--- config.mk ---
export PLATFORM = sky130hd
export DESIGN_NAME = automaton_any_symbol_checker_core
export DESIGN_NICKNAME = d
export VERILOG_FILES = /design/src/rtl/aasc_pkg.sv /design/src/rtl/automaton_any_symbol_checker_core.sv /design/src/rtl/aasc_ref_ram.sv
export SDC_FILE = /design/constraint.sdc
export NUM_CORES = 1
export LEC_CHECK = 0
export BUFFER_PORTS_ARGS = -buffer_cell sky130_fd_sc_hd__clkbuf_2
export CELL_PAD_IN_SITES_DETAIL_PLACEMENT = 1
export CELL_PAD_IN_SITES_GLOBAL_PLACEMENT = 2
export CORE_ASPECT_RATIO = 1.4
export CORE_MARGIN = 1.5
export CORE_UTILIZATION = 50
export CTS_CLUSTER_DIAMETER = 150
export CTS_CLUSTER_SIZE = 12
export DETAILED_ROUTE_END_ITERATION = 16
export PLACE_DENSITY_LB_ADDON = 0.1
export SYNTH_ARGS = -nofsm -noshare
export SYNTH_HDL_FRONTEND = slang
export SYNTH_SLANG_ARGS = --single-unit
--- constraint.sdc ---
create_clock -name clk -period 7.9 [get_ports clk]
set_input_delay 0.395 -clock clk [delete_from_list [all_inputs] [get_ports clk]]
set_output_delay 0.395 -clock clk [all_outputs]
set_load 0.02 [all_outputs]
--- src/rtl/aasc_pkg.sv ---
`default_nettype none

package aasc_pkg;

  localparam int MAX_TARGETS = 64;
  localparam int STATE_BITS  = 16;

  localparam int SYM_W  = 16;
  localparam int TGT_W  = 16;
  localparam int EXP_W  = SYM_W + 1;
  localparam int ADDR_W = (MAX_TARGETS > 1) ? $clog2(MAX_TARGETS) : 1;
  localparam int CNT_W  = $clog2(MAX_TARGETS + 1);

  localparam logic [TGT_W-1:0] TGT_MASK = TGT_W'((64'd1 << STATE_BITS) - 64'd1);
  localparam logic [CNT_W-1:0] CNT_MAX  = CNT_W'(MAX_TARGETS);

  // configuration register indexes
  localparam logic REG_SYMBOL_BASE = 1'b0;
  localparam logic REG_SYMBOL_TOP  = 1'b1;

  // item modes
  localparam logic MODE_ENTRY  = 1'b0;
  localparam logic MODE_FINISH = 1'b1;

  typedef struct packed {
    logic              we;
    logic [ADDR_W-1:0] waddr;
    logic [TGT_W-1:0]  wdata;
    logic              re;
    logic [ADDR_W-1:0] raddr;
  } ram_req_t;

endpackage

`default_nettype wire

--- src/rtl/automaton_any_symbol_checker_core.sv ---
`default_nettype none

// Dot-automaton checker.
// Input channel (in_valid/in_ready): one word per transition destination,
// ordered by state, ascending symbol, ascending destination. mode selects
// an entry word or the finish word that closes the automaton.
// Output channel (out_valid/out_ready): one word (is_dot, overflowed) per
// finish word, shown the cycle after the finish word is taken. Entry words
// give no output.
// Throughput: one word per cycle. The first destination list of each state
// is written into a 64-entry store; later lists read it back one entry per
// word and the read data is compared in the next cycle, folded straight
// into the sticky fail flag, so no word ever waits on the store port.
// The output register holds its word while out_ready is low; input is taken
// whenever that register is empty or draining, so a stalled receiver stops
// the input only when a finish result is still waiting.
// Configuration (cfg_we/cfg_index/cfg_data) sets the symbol range; the
// user must write it only while the block is idle; the block never checks.
// Reset: range back to 0..65535, all check state cleared, output empty. The
// store needs no clearing: only entries written for the current state are
// ever read.

module automaton_any_symbol_checker_core (
  input  wire logic                       clk,
  input  wire logic                       rst,
  input  wire logic                       in_valid,
  output logic                            in_ready,
  input  wire logic                       mode,
  input  wire logic [aasc_pkg::SYM_W-1:0] symbol,
  input  wire logic [aasc_pkg::TGT_W-1:0] target,
  input  wire logic                       end_of_targets,
  input  wire logic                       end_of_symbols,
  output logic                            out_valid,
  input  wire logic                       out_ready,
  output logic                            is_dot,
  output logic                            overflowed,
  input  wire logic                       cfg_we,
  input  wire logic                       cfg_index,
  input  wire logic [aasc_pkg::SYM_W-1:0] cfg_data
);

  // configuration
  logic [aasc_pkg::SYM_W-1:0] symbol_base;
  logic [aasc_pkg::SYM_W-1:0] symbol_top;

  // check state
  logic                       failed, failed_next;
  logic [aasc_pkg::EXP_W-1:0] expected_symbol, expected_symbol_next;
  logic                       in_range_seen, in_range_seen_next;
  logic                       first_list_done, first_list_done_next;
  logic [aasc_pkg::CNT_W-1:0] reference_count, reference_count_next;
  logic [aasc_pkg::CNT_W-1:0] compare_index, compare_index_next;
  logic                       overflow_flag, overflow_flag_next;
  logic                       mid_list, mid_list_next;

  // compare in flight: store read issued last cycle
  logic                       cmp_pending, cmp_pending_next;
  logic [aasc_pkg::TGT_W-1:0] cmp_target;

  aasc_pkg::ram_req_t         ram_req;
  logic [aasc_pkg::TGT_W-1:0] rd_data;

  logic                       accept;
  logic                       mismatch;
  logic                       in_range;
  logic [aasc_pkg::TGT_W-1:0] tgt;
  logic                       res_is_dot, res_overflowed;

  aasc_ref_ram u_ref_ram (
    .clk     (clk),
    .req     (ram_req),
    .rd_data (rd_data)
  );

  assign in_ready = !out_valid || out_ready;
  assign accept   = in_valid && in_ready;
  assign mismatch = cmp_pending && (rd_data != cmp_target);
  assign tgt      = target & aasc_pkg::TGT_MASK;
  assign in_range = (symbol >= symbol_base) && (symbol <= symbol_top);

  always_comb begin
    failed_next          = failed | mismatch;
    expected_symbol_next = expected_symbol;
    in_range_seen_next   = in_range_seen;
    first_list_done_next = first_list_done;
    reference_count_next = reference_count;
    compare_index_next   = compare_index;
    overflow_flag_next   = overflow_flag;
    mid_list_next        = mid_list;
    cmp_pending_next     = 1'b0;
    res_is_dot           = 1'b0;
    res_overflowed       = 1'b0;
    ram_req.we           = 1'b0;
    ram_req.waddr        = reference_count[aasc_pkg::ADDR_W-1:0];
    ram_req.wdata        = tgt;
    ram_req.re           = 1'b0;
    ram_req.raddr        = compare_index[aasc_pkg::ADDR_W-1:0];

    if (accept) begin
      if (mode == aasc_pkg::MODE_ENTRY && in_range) begin
        if (!mid_list) begin
          if ({1'b0, symbol} != expected_symbol) begin
            failed_next = 1'b1;
          end
          expected_symbol_next = {1'b0, symbol} + aasc_pkg::EXP_W'(1);
          in_range_seen_next   = 1'b1;
        end
        mid_list_next = 1'b1;
        if (!first_list_done) begin
          if (reference_count < aasc_pkg::CNT_MAX) begin
            ram_req.we           = 1'b1;
            reference_count_next = reference_count + aasc_pkg::CNT_W'(1);
          end else begin
            overflow_flag_next = 1'b1;
            failed_next        = 1'b1;
          end
        end else begin
          // advance on the assumption of a match; a mismatch fails for good
          if (compare_index < reference_count) begin
            ram_req.re         = 1'b1;
            cmp_pending_next   = 1'b1;
            compare_index_next = compare_index + aasc_pkg::CNT_W'(1);
          end else begin
            failed_next = 1'b1;
          end
        end
      end else if (mode == aasc_pkg::MODE_ENTRY) begin
        mid_list_next = 1'b0;
      end

      // close the list on end of targets, end of symbols or finish
      if (mode == aasc_pkg::MODE_FINISH || end_of_symbols || end_of_targets) begin
        if (in_range_seen_next && mid_list_next) begin
          if (first_list_done_next && (compare_index_next != reference_count_next)) begin
            failed_next = 1'b1;
          end
          first_list_done_next = 1'b1;
        end
        compare_index_next = '0;
        mid_list_next      = 1'b0;
      end

      // close the state
      if (mode == aasc_pkg::MODE_FINISH || end_of_symbols) begin
        if (in_range_seen_next &&
            (expected_symbol_next != ({1'b0, symbol_top} + aasc_pkg::EXP_W'(1)))) begin
          failed_next = 1'b1;
        end
        expected_symbol_next = {1'b0, symbol_base};
        in_range_seen_next   = 1'b0;
        first_list_done_next = 1'b0;
        reference_count_next = '0;
        compare_index_next   = '0;
        mid_list_next        = 1'b0;
      end

      if (mode == aasc_pkg::MODE_FINISH) begin
        res_is_dot         = !failed_next;
        res_overflowed     = overflow_flag_next;
        failed_next        = 1'b0;
        overflow_flag_next = 1'b0;
      end
    end
  end

  always_ff @(posedge clk) begin
    if (rst) begin
      symbol_base     <= '0;
      symbol_top      <= '1;
      failed          <= 1'b0;
      expected_symbol <= '0;
      in_range_seen   <= 1'b0;
      first_list_done <= 1'b0;
      reference_count <= '0;
      compare_index   <= '0;
      overflow_flag   <= 1'b0;
      mid_list        <= 1'b0;
      cmp_pending     <= 1'b0;
      out_valid       <= 1'b0;
    end else begin
      if (cfg_we) begin
        case (cfg_index)
          aasc_pkg::REG_SYMBOL_BASE: symbol_base <= cfg_data;
          aasc_pkg::REG_SYMBOL_TOP:  symbol_top  <= cfg_data;
          default: ;
        endcase
      end
      failed          <= failed_next;
      expected_symbol <= expected_symbol_next;
      in_range_seen   <= in_range_seen_next;
      first_list_done <= first_list_done_next;
      reference_count <= reference_count_next;
      compare_index   <= compare_index_next;
      overflow_flag   <= overflow_flag_next;
      mid_list        <= mid_list_next;
      cmp_pending     <= cmp_pending_next;
      // load a result on finish, drop it once taken
      if (accept && mode == aasc_pkg::MODE_FINISH) begin
        out_valid <= 1'b1;
      end else if (out_ready) begin
        out_valid <= 1'b0;
      end
    end
  end

  // payload registers: no reset
  always_ff @(posedge clk) begin
    if (cmp_pending_next) begin
      cmp_target <= tgt;
    end
    if (accept && mode == aasc_pkg::MODE_FINISH) begin
      is_dot     <= res_is_dot;
      overflowed <= res_overflowed;
    end
  end

endmodule

`default_nettype wire

--- src/rtl/aasc_ref_ram.sv ---
`default_nettype none

module aasc_ref_ram (
  input  wire logic                      clk,
  input  wire aasc_pkg::ram_req_t        req,
  output logic [aasc_pkg::TGT_W-1:0]     rd_data
);

  logic [aasc_pkg::TGT_W-1:0] mem [aasc_pkg::MAX_TARGETS];

  always_ff @(posedge clk) begin
    if (req.we) begin
      mem[req.waddr] <= req.wdata;
    end
    if (req.re) begin
      rd_data <= mem[req.raddr];
    end
  end

endmodule

`default_nettype wire

Word level (Yosys, flattened, before mapping) --
Memory sizes are Yosys's and may differ from the RTL's. A register that Yosys moved wholly into a read port is not among the register bits. Cells that the tools add are included.
Storage, ports and cells: input port bits 57, memories 1, logic and storage cells 108, bits in writable memories 1024, output and inout port bits 4, flip-flop bits (word level) 88
Operators by class: equal/unequal tests 4, reductions and logical operators 20, magnitude comparators 4, mux-type cells 57, $add $sub $neg 4, bitwise gates (word level) 3
Memory list:
- u_ref_ram.mem | depth 64, width 16, rd ports 1, clocked after memory_dff 1, write ports 1, line aasc_ref_ram.sv:9 | logic [aasc_pkg::TGT_W-1:0] mem [aasc_pkg::MAX_TARGETS];
Operator list (number):
- $mux W7 | 11
- $mux W17 | 4
- $mux W1 | 42
- $add A16 B1 Y17 const B | 2
- $ne A16 B17 Y1 | 1
- $ne A17 B17 Y1 | 1
- $ge A16 B16 Y1 | 1
- $le A16 B16 Y1 | 1
- $ne A16 B16 Y1 | 1
- $add A7 B1 Y7 const B | 2
- $logic_and A1 B1 Y1 | 8
- $lt A7 B7 Y1 | 1
- $lt A7 B7 Y1 const B | 1
- $ne A7 B7 Y1 | 1
- $reduce_and A2 Y1 | 3
- $reduce_bool A2 Y1 | 3
- $logic_or A1 B1 Y1 | 3
- $reduce_and A3 Y1 | 1
- $logic_not A1 Y1 | 2
- $not A1 Y1 | 2
- $or A1 B1 Y1 | 1

Depth between registers and ports, before layout --
Gate-level depths: netlist of the first run.
word-level depth 16, gate-level depth with buffers 14

Modules after synthesis --
Synthesis of the first run repeated with hierarchy kept, for this count alone.
Unflattened totals: cells, all modules 2557, area total of the unflattened synthesis 46215.6 sq um
Modules (own cells, without submodules):
- aasc_ref_ram | times used 1, area an instance 40202.3 sq um, cells each 1829
- automaton_any_symbol_checker_core | times used 1, area an instance 6013.3 sq um, cells each 728

Worst setup path before layout of the first run --
Ideal clock, no wire load.
path kind reg2reg, from register reference_count[4] (netlist bit), to register cmp_target[0] (netlist bit) (enable), path slack 4.259 ns, data required time 7.479 ns, setup time 0.421 ns, period minus slack after synthesis 3.641 ns, cell stages (with the launch flop) 10, arrival 3.220 ns, cells stage by stage dfxtp_1 > clkbuf_1 > inv_1 > ha_1 > and3_1 > a221oi_1 > o21ai_0 > nor2_1 > nand3_2 > nor2_1
On the way: longest elaborated chain between the ends 5
RTL lines:
- from (decl) | line automaton_any_symbol_checker_core.sv:51 | logic [aasc_pkg::CNT_W-1:0] reference_count, reference_count_next;
- from (signal assigned) | line automaton_any_symbol_checker_core.sv:192 | reference_count <= reference_count_next;
- $lt A7 B7 Y1 | line automaton_any_symbol_checker_core.sv:119 | if (compare_index < reference_count) begin
- $mux W1 | line automaton_any_symbol_checker_core.sv:119
- $mux W1 | line automaton_any_symbol_checker_core.sv:109 | if (!first_list_done) begin
- $mux W1 | line automaton_any_symbol_checker_core.sv:100 | if (mode == aasc_pkg::MODE_ENTRY && in_range) begin
- $mux W1 | line automaton_any_symbol_checker_core.sv:99 | if (accept) begin
- named net cmp_pending_next | line automaton_any_symbol_checker_core.sv:57 | logic cmp_pending, cmp_pending_next;
- to (signal assigned) | line automaton_any_symbol_checker_core.sv:209 | cmp_target <= tgt;
- to (decl) | line automaton_any_symbol_checker_core.sv:58 | logic [aasc_pkg::TGT_W-1:0] cmp_target;
The timed path passes the listed nets, and every way through them passes these cells. A chain may end at the register's enable or synchronous reset.

Final worst setup path of the first run --
from register symbol_top[7] (netlist bit), to memory u_ref_ram.mem[46][12] (netlist bit) (enable)
On the way: longest elaborated chain between the ends 7
RTL lines:
- from (decl) | line automaton_any_symbol_checker_core.sv:44 | logic [aasc_pkg::SYM_W-1:0] symbol_top;
- from (signal assigned) | line automaton_any_symbol_checker_core.sv:184 | aasc_pkg::REG_SYMBOL_TOP: symbol_top <= cfg_data;
- $le A16 B16 Y1 | line automaton_any_symbol_checker_core.sv:79 | assign in_range = (symbol >= symbol_base) && (symbol <= symbol_top);
- $logic_and A1 B1 Y1 | line automaton_any_symbol_checker_core.sv:79
- $logic_and A1 B1 Y1 | line automaton_any_symbol_checker_core.sv:100
- $mux W1 | line automaton_any_symbol_checker_core.sv:100
- $mux W1 | line automaton_any_symbol_checker_core.sv:99
- $mux W1 | line aasc_ref_ram.sv:12 | if (req.we) begin
- $mux W1 (implied by the code) | line aasc_ref_ram.sv:13 | mem[req.waddr] <= req.wdata;
- to (decl) | line aasc_ref_ram.sv:9
Every way passes these cells.

==> reports/qor.txt, run 1 <==
Die Span Y: 360 um
DRT antenna net count: 0
Row count: 130
Primary FF master, synth: edfxtp_1
Worst Max-Slew Pin Slew: 1.04 ns
Fill cell count: 7,754
Register Area: 33,200 sq um
Synth top area cells: edfxtp_1, mux4_2, dfxtp_1
Gate Count Post-Synth: 2,268
Total Neg Setup Slack: 0 ns
Synthesis warning total: 0
IO buf count: 60
Drt via density: 6.15
Peak supply drop: 0.000208 V
Worst EP required: 8.20 ns
Async SR Flop Fraction: 0%
Average wire per standard cell: 32.0 um
Tcrit/Tclk final: 60.5%
Worst-case clock buffer depth: 3
DRT Pass-1 Iters: 5
Clock power frac: 39.3%
Worst Path Max Fanout: 16
Int Power: 0.00909 W
Clock latency on the worst-skew pair: 0.70 ns
Max cap viols: 0
Placed Area: 47,500 sq um
PD cells: 227 nW/um^2
Post-CTS Setup Bufs: 0
TritonCTS Buffers: 103
Normalized max-slew margin: 30.2%
Root Driver: clkbuf_16
WHS: 0.112 ns
Final slew viol count: 0
Count of state elements after synthesis: 1,128
Status: finished clean
CP Launch Type: register
Core Region: 89,900 sq um
Hold Crit Class: in -> reg
Crit path kind: reg -> reg
Sw frac: 20.7%
Die width: 258 um
Final total power: 0.0115 W
Global-route wire length before repair: 171 mm
Io pins: 61
Reg clk slew, reported paths: 0.06 ns
Syn Area/Cell: 20.0 sq um
DR iter-0 viols: 1,822
GPL Wtd Cong: 0.873
Final WL: 117 mm
Comb pwr share: 3.4%
Net Count, Synth: 2,367
RSZ-0062 raised after global routing: false
Area of the mapped netlist: 45,500 sq um
Multi-input logic area: 11,700 sq um
Post-cts resize count: 0
Yosys cell types: 59
Post-Layout Inst Area: 50,500 sq um
Post-synth EDFFs: 1,058
Post-route DRC: 0
Setup Viol. Count Final: 0
H-tree Lvls: 3
Yosys top cell area share: 69.9%
Initial antenna violation count: 2
Hold Buf Count CTS: 16
Crit. End Element: register
Skew final: 0.0265 ns
P_sw: 0.00238 W
Die area: 92,700 sq um
Sequential-to-total area share from yosys stat: 73.0%
Period minus WS final: 4.78 ns
Starting Density: 50.5%
Syn-to-layout area delta: 11.2%
Vias: 22.4k
Cell taking the most area after synthesis: edfxtp_1
Largest net degree at the start of global routing: 112
Vias in the first global route: 24.2k
Detailed placer's ending HPWL: 70.7 mm
Max frequency: 0.209 GHz
Critical path arrival: 5.09 ns
Final net count: 2,521
P_leak: 15.7 nW
CTS tree: built
Flop pwr share: 57.3%
Remaining Overflow, GRT: 0
Final Core Density: 56.2%
TritonCTS Sinks: 1,128
Endpoints failing hold: 0
Total GRT Usage: 25.8%
Share of layout cells above drive strength 1: 25.4%
==> critical path: stages, from the launching register on <==
cell	delay (ns)
dfxtp_1	0.37
inv_1	0.10
ha_1	0.33
a21oi_1	0.16
a311oi_1	0.11
a211o_1	0.31
o31ai_4	0.48
nand3b_2	0.22
nor2_1	0.39
nand2_1	0.11
nor2_1	0.23
nand3_1	0.60
nor2_2	0.95
==> layout make-up <==
cell class / instances / share of cell area (%)
Antenna cell: 1 / 0.00495
Clock buffer: 137 / 5.48
Clock inverter: 4 / 0.156
Inverter: 42 / 0.312
Multi-Input combinational cell: 986 / 23.2
Sequential cell: 1128 / 65.7
Tap cell: 1188 / 2.94
Timing Repair Buffer: 161 / 2.22
==> metrics by stage <==
stage / std cells / setup WS, ns
final: 3647 / 3.12
after global routing: 3646 / 2.80
after CTS: 3646 / 3.15
after detailed placement: 3489 / 3.08
after global placement: 3489 / 3.13
after floorplan: 2268 / 4.26
==> power by group through the flow <==
stage | logic (W) | clock network [W] | registers (W)
CTS | 0.000398 | 0.00460 | 0.00657
floorplan | 0.000186 | 0 | 0.00669
global placement | 0.000376 | 0 | 0.00670
finish | 0.000391 | 0.00450 | 0.00657
detailed placement | 0.000391 | 0 | 0.00670
global route | 0.000427 | 0.00478 | 0.00657
==> cells by family (layout without fill, tap and decap cells) <==
group           Yosys count  count (layout)  synth area share (%)
mux                     352             352                  17.0
compound gates          150             150                  2.15
simple gates            354             354                  3.69
fa+ha+maj                42              42                  1.16
flops                  1128            1128                  73.0
buf+inv                 154             344                  1.30
other cells               0               1                     0
xor+xnor                 88              88                  1.73
==> registers in the layout (all words and copies together), names as in the netlist <==
signal / flops
overflowed: 1
failed: 1
compare_index: 7
out_valid: 1
first_list_done: 1
symbol_top: 16
cmp_pending: 1
expected_symbol: 17
overflow_flag: 1
symbol_base: 16
in_range_seen: 1
u_ref_ram.mem: 1024
cmp_target: 16
u_ref_ram.rd_data: 16
mid_list: 1
reference_count: 7
is_dot: 1
==> cells in the mapped netlist, types with 5 or more instances <==
master	instances
mux4_2	336
nor4_1	10
ha_1	42
a31oi_1	11
nor3_1	26
a21o_1	7
nand2b_1	5
nand3_1	26
mux2i_1	15
and3_1	26
buf_1	27
inv_1	42
nor2_1	131
and2_1	5
a21oi_1	51
nand2_1	80
clkbuf_1	81
dfxtp_1	70
xnor2_1	43
nand4_1	21
edfxtp_1	1058
xor2_1	44
a211o_1	17
o21ai_0	35
==> final timing paths <==
path	depth (start not counted)	to	from	slack (ns)
worst max-delay path	12	u_ref_ram.mem[46][12]$_DFFE_PP_	symbol_top[7]$_SDFFE_PP1P_	3.12
worst min-delay path	3	out_valid$_SDFFE_PP0P_	out_ready	0.11
worst max register to register	12	u_ref_ram.mem[46][12]$_DFFE_PP_	symbol_top[7]$_SDFFE_PP1P_	3.12
worst min register to register	1	symbol_top[4]$_SDFFE_PP1P_	symbol_top[4]$_SDFFE_PP1P_	0.47
==> routing by layer <==
metal,vias to the layer above,wire length [um],track usage (%),share of wire [%]
met1,12200,46300,33.6,40
met5,-,0,0,0
met4,0,3130,7.69,2.7
li1,9556,-,-,-
met3,135,4670,3.23,4.0
met2,572,62500,45.6,54
==> cell usage in the layout, fill, tap and decap left out, types with 21 or more instances in the layout <==
| cell type | n |
|---|---|
| o21ai_0 | 35 |
| a21oi_1 | 51 |
| buf_4 | 83 |
| clkbuf_16 | 106 |
| and3_1 | 26 |
| nor3_1 | 26 |
| clkbuf_2 | 60 |
| mux4_2 | 336 |
| inv_1 | 42 |
| nand3_1 | 26 |
| xor2_1 | 44 |
| xnor2_1 | 43 |
| clkbuf_1 | 31 |
| nand2_1 | 80 |
| edfxtp_1 | 1058 |
| dfxtp_1 | 66 |
| nor2_1 | 120 |
| nand4_1 | 21 |
| ha_1 | 42 |
Power figures use the tool's default switching activity.
==> run 2: changes to the inputs <==
Clock period 7.9 ns to 4.5 ns, I/O delays scaled along.
==> reports/qor.txt, run 2 (synthesis results as in run 1) <==
Status: finished clean
Share of layout cells above drive strength 1: 26.2% (+0.84 points)
DR iter-0 viols: 2,135 (+17%)
P_leak: 15.9 nW (+1.1%)
Final WL: 116 mm (about the same)
Row count: 130 (unchanged)
Largest net degree at the start of global routing: 149 (+33%)
Post-cts resize count: 0 (unchanged)
Slowest CP cell: dfxtp_1
Worst Path Max Fanout: 16 (unchanged)
Die width: 258 um (unchanged)
IO buf count: 60 (unchanged)
Max reg flops: 1,024 (unchanged)
Endpoints failing hold: 0 (unchanged)
Most frequent cells in the layout: edfxtp_1, mux4_2, nor2_1, buf_4, clkbuf_16
Worst EP required: 4.86 ns (-3.34 ns)
Final total power: 0.0201 W (+75%)
Remaining Overflow, GRT: 0 (unchanged)
Io pins: 61 (unchanged)
Period minus WS final: 4.11 ns (-0.667 ns)
PD cells: 396 nW/um^2 (+74%)
Detailed placer's ending HPWL: 71.4 mm (+0.98%)
Final Core Density: 56.5% (+0.32 points)
DRT antenna net count: 0 (unchanged)
Normalized max-slew margin: 21.2% (-9.0 points)
H-tree Lvls: 3 (unchanged)
Critical path arrival: 4.48 ns (-0.61 ns)
Worst-case clock buffer depth: 3 (unchanged)
TritonCTS Sinks: 1,128 (unchanged)
CTS tree: built
Commonest non-fill, non-tap cell in the layout: edfxtp_1
Regs by FF count: u_ref_ram.mem (1024), expected_symbol (17)
Vias: 22.7k (+1.3%)
Final net count: 2,554 (+1.3%)
Final slew viol count: 0 (unchanged)
Worst Max-Slew Pin Slew: 1.18 ns (+0.137 ns)
Max frequency: 0.243 GHz (+16%)
Post-route DRC: 0 (unchanged)
CP most frequent cell: nor2_1
Clock latency on the worst-skew pair: 0.73 ns (+0.03 ns)
WHS: 0.0558 ns (-0.0558 ns)
Skew final: 0.0547 ns (+0.0281 ns)
TritonCTS Buffers: 103 (unchanged)
Core Region: 89,900 sq um (unchanged)
Peak per-stage delay on the critical path: 0.48 ns (-0.47 ns)
Fill cell count: 7,789 (+0.45%)
DRT Pass-1 Iters: 7 (+2)
Reg clk slew, reported paths: 0.09 ns (+0.03 ns)
Vias in the first global route: 24.5k (+1.2%)
Peak supply drop: 0.000307 V (+47%)
Critical-path cell list: inv_1 > ha_1 > nand4_1 > a311oi_1 > a211o_1 > o31ai_4 > nand3b_2 > nor2_1 > nand2_1 > nor2_1 > nand2_1 > nor2_1 > buf_4
Average wire per standard cell: 31.6 um (-0.99%)
Max cap viols: 0 (unchanged)
Drt via density: 6.18 (+0.43%)
CP Launch Type: register
Tcrit/Tclk final: 91.4% (+31 points)
Die area: 92,700 sq um (unchanged)
Syn-to-layout area delta: 11.8%
Global-route wire length before repair: 171 mm (+0.32%)
GPL Wtd Cong: 0.862 (-1.3%)
Total Neg Setup Slack: 0 ns (unchanged)
Register Area: 33,200 sq um (unchanged)
Setup Viol. Count Final: 0 (unchanged)
Crit. End Element: register
Die Span Y: 360 um (unchanged)
Total GRT Usage: 25.8% (about the same)
Root Driver: clkbuf_16
Hold Crit Class: in -> reg
Initial antenna violation count: 1 (-1)
Top reg by flops: u_ref_ram.mem
RSZ-0062 raised after global routing: false
Post-Layout Inst Area: 50,800 sq um (+0.57%)
Crit path kind: reg -> reg
Multi-input logic area: 11,700 sq um (unchanged)
Placed Area: 47,800 sq um (+0.56%)
Starting Density: 50.5% (unchanged)
==> run 2: cell types whose count changed in the layout (fill, tap and decap cells not counted) <==
| cell | change |
|---|---|
| buf_12 | +4 |
| diode_2 | +1 |
| clkbuf_16 | -1 |
| inv_16 | -1 |
| buf_4 | +25 |
| inv_6 | +1 |
| clkbuf_1 | -1 |
| dlygate4sd3_1 | +4 |
| clkinv_8 | +1 |
==> run 2: cell type report <==
type	count	area share, %
Sequential cell	1128	65.3
Inverter	42	0.310
Tap cell	1188	2.93
Antenna cell	2	0.00985
Multi-Input combinational cell	986	23.1
Timing Repair Buffer	194	2.82
Clock buffer	135	5.39
Clock inverter	5	0.165
==> run 2: critical path: cells and delay by family, from the launching register on <==
family	cells	cell delay [ns]
fa+ha+maj	1	0.29
compound gates	3	0.79
simple gates	7	1.76
buf+inv	2	0.42
flops	1	0.48
==> run 2: routing by layer <==
metal,global-route usage (%),wire length [um]
met1,33.5,46100
met2,45.9,62400
met3,3.03,4860
met4,7.41,3000
met5,0,0
==> run 2: what timing repair did <==
item	4_1_cts	5_1_grt
hold endpoints to repair	47	0
hold buffers	20	0
setup buffers	0	0
==> run 2: where the power goes <==
group          switching (W)  total (W)  internal, W
combinational       0.000489   0.000709     0.000220
sequential         0.0000393     0.0115       0.0115
clock                0.00367    0.00787      0.00421
==> run 2: worst paths after layout <==
check             cells past startpoint                         endpoint                         from  slack [ns]
setup / recovery                     13  u_ref_ram.mem[32][12]$_DFFE_PP_  symbol_top[10]$_SDFFE_PP1P_        0.39
hold / removal                        3                failed$_SDFF_PP0_                         mode        0.06
setup reg to reg                     13  u_ref_ram.mem[32][12]$_DFFE_PP_  symbol_top[10]$_SDFFE_PP1P_        0.39
hold reg to reg                       1       symbol_top[4]$_SDFFE_PP1P_   symbol_top[4]$_SDFFE_PP1P_        0.49
==> run 2: through the flow <==
stage	setup WS, ns	instances
global route	0.107	3678
detailed placement	0.438	3518
finish	0.385	3680
CTS	0.362	3678
global placement	0.501	3518
floorplan	0.859	2268
==> run 3: changes to the inputs <==
Settings changed: GPL_TIMING_DRIVEN from default to 0.
==> reports/qor.txt, run 3 (synthesis results as in run 1) <==
Status: finished clean
Max reg flops: 1,024 (unchanged)
Final slew viol count: 0 (unchanged)
Vias: 23.2k (+1.9%)
Critical path arrival: 4.79 ns (+0.31 ns)
Tcrit/Tclk final: 95.9% (+4.5 points)
Hold-critical path depth: 3 (unchanged)
Reg clk slew, reported paths: 0.07 ns (-0.02 ns)
P_leak: 16.0 nW (+0.71%)
TritonCTS Sinks: 1,128 (unchanged)
Crit. End Element: register
DRT antenna net count: 0 (unchanged)
Syn-to-layout area delta: 14.0%
Clock latency on the worst-skew pair: 0.72 ns (about the same)
Largest net degree at the start of global routing: 66 (-56%)
Worst hold start: mode
Final net count: 2,624 (+2.7%)
Core Region: 89,900 sq um (unchanged)
Max frequency: 0.232 GHz (-4.7%)
Endpoints failing hold: 0 (unchanged)
Total Neg Setup Slack: 0 ns (unchanged)
Regs by FF count: u_ref_ram.mem (1024), expected_symbol (17)
Peak supply drop: 0.000349 V (+14%)
Crit path kind: reg -> reg
Io pins: 61 (unchanged)
Die Span Y: 360 um (unchanged)
GPL Wtd Cong: 0.873 (+1.3%)
H-tree Lvls: 3 (unchanged)
TritonCTS Buffers: 103 (unchanged)
R2r worst-path depth: 15 (+2)
Worst slack, placed: -0.531 ns (-0.969 ns)
Row count: 130 (unchanged)
Worst Path Max Fanout: 10 (-6)
DR iter-0 viols: 2,111 (-1.1%)
Average wire per standard cell: 32.8 um (+3.6%)
Die area: 92,700 sq um (unchanged)
Setup ws final: 0.183 ns (-0.203 ns)
Starting Density: 50.5% (unchanged)
Final WL: 123 mm (+5.5%)
R2R Setup Slk: 0.18 ns (-0.20 ns)
Total GRT Usage: 27.1% (+1.3 points)
Antenna diodes: 0 (-2)
Top reg by flops: u_ref_ram.mem
Drt via density: 6.19 (about the same)
Global-route wire length before repair: 178 mm (+3.9%)
Most frequent cells in the layout: edfxtp_1, mux4_2, clkbuf_1, clkbuf_16, nand2_1
Period minus WS final: 4.32 ns (+0.203 ns)
Setup Viol. Count Final: 0 (unchanged)
Share of layout cells above drive strength 1: 26.4% (+0.19 points)
Max cap viols: 0 (unchanged)
Hold Crit Class: in -> reg
R2R Path End: is_dot$_SDFFCE_PN0P_
Hold endpoint: out_valid$_SDFFE_PP0P_
Commonest non-fill, non-tap cell in the layout: edfxtp_1
RR Startpoint: symbol_top[9]$_SDFFE_PP1P_
Initial antenna violation count: 4 (+3)
CTS tree: built
Worst Max-Slew Pin Slew: 1.38 ns (+0.195 ns)
PD cells: 388 nW/um^2 (-2.0%)
Skew final: 0.0349 ns (-0.0198 ns)
Normalized max-slew margin: 8.19% (-13 points)
WHS: 0.0617 ns (+0.00597 ns)
Remaining Overflow, GRT: 0 (unchanged)
Detailed placer's ending HPWL: 83.6 mm (+17%)
Post-route DRC: 0 (unchanged)
CP Launch Type: register
Worst EP required: 4.97 ns (+0.11 ns)
IO buf count: 58 (-3.3%)
DRT Pass-1 Iters: 5 (-2)
Worst-case clock buffer depth: 3 (unchanged)
Root Driver: clkbuf_16
Vias in the first global route: 24.8k (+1.4%)
Die width: 258 um (unchanged)
[run 3: cell types whose count changed in the layout (fill, tap and decap cells not counted), moves of 25 or more]
cell / before / now
buf_8: 0 / 47
nor2_4: 0 / 30
clkbuf_1: 30 / 109
nor2_2: 12 / 37
buf_4: 108 / 6
nor2_1: 120 / 65
[run 3: cell type report]
class	count	area, sq um
Inverter	42	158
Clock buffer	132	2690
Multi-Input combinational cell	986	12100
Fill cell	7698	38100
Buffer	112	445
Sequential cell	1128	33200
Timing Repair Buffer	152	1690
Tap cell	1188	1490
Clock inverter	7	130
[run 3: critical path: stages, from the launching register on]
cell	delay, ns
dfxtp_1	0.43
inv_1	0.10
ha_1	0.30
nand4_1	0.16
nor3_1	0.38
a21boi_1	0.36
o31ai_4	0.13
buf_4	0.20
nand2_2	0.07
buf_2	0.29
mux2i_1	0.44
xnor2_1	0.20
a31oi_1	0.06
a31oi_1	0.50
o221ai_2	0.22
and3_1	0.21
[run 3: how the worst max path moves through the flow]
stage                                                from                         endpoint  slack [ns]  cells past startpoint
after global placement                          symbol[7]   u_ref_ram.mem[30][2]$_DFFE_PP_       -1.07                     12
after floorplan           reference_count[4]$_SDFFE_PP0P_          cmp_target[0]$_DFFE_PP_        0.86                      9
after detailed placement                        symbol[7]  u_ref_ram.mem[54][12]$_DFFE_PP_       -0.53                     12
after CTS                      symbol_top[7]$_SDFFE_PP1P_   u_ref_ram.mem[26][2]$_DFFE_PP_       -0.17                     13
final                          symbol_top[9]$_SDFFE_PP1P_             is_dot$_SDFFCE_PN0P_        0.18                     15
after global routing        compare_index[0]$_SDFFE_PP0P_   u_ref_ram.rd_data[4]$_DFFE_PP_      -0.008                      6
[run 3: report_power, final]
group | switching [W] | total [W] | leakage, nW | internal [W]
registers | 0.0000396 | 0.0115 | 10.1 | 0.0115
clock network | 0.00370 | 0.00786 | 1.36 | 0.00415
logic | 0.000492 | 0.000720 | 4.53 | 0.000228
total | 0.00424 | 0.0201 | 16.0 | 0.0159
[run 3: stage by stage]
step / power, W / utilization, % / std cells / cell area, sq um
2_1_floorplan: 0.0121 / - / 2268 / 45500
3_3_place_gp: 0.0124 / 52.5 / 3514 / 47200
3_5_place_dp: 0.0125 / 53.6 / 3567 / 48200
4_1_cts: 0.0203 / 57.3 / 3732 / 51500
5_1_grt: 0.0206 / 57.6 / 3747 / 51800
6_report: 0.0201 / 57.6 / 3747 / 51800
[run 3: routing by layer]
metal | track usage [%] | wire (um) | vias to the layer above | share of wire (%)
met2 | 48.5 | 66100 | 691 | 54
met4 | 9.57 | 4110 | 2 | 3.3
li1 | - | - | 9788 | -
met5 | 0 | 13 | - | 0.011
met1 | 34.0 | 46700 | 12500 | 38
met3 | 3.49 | 6030 | 193 | 4.9
[run 3: timing repair]
action / in CTS / in global routing
pin swaps: 7 / 3
setup buffers: 6 / 4
hold endpoints to repair: 35 / 40
hold buffers: 20 / 4
endpoints found under the setup margin: 475 / 590
resized for setup: 38 / 16
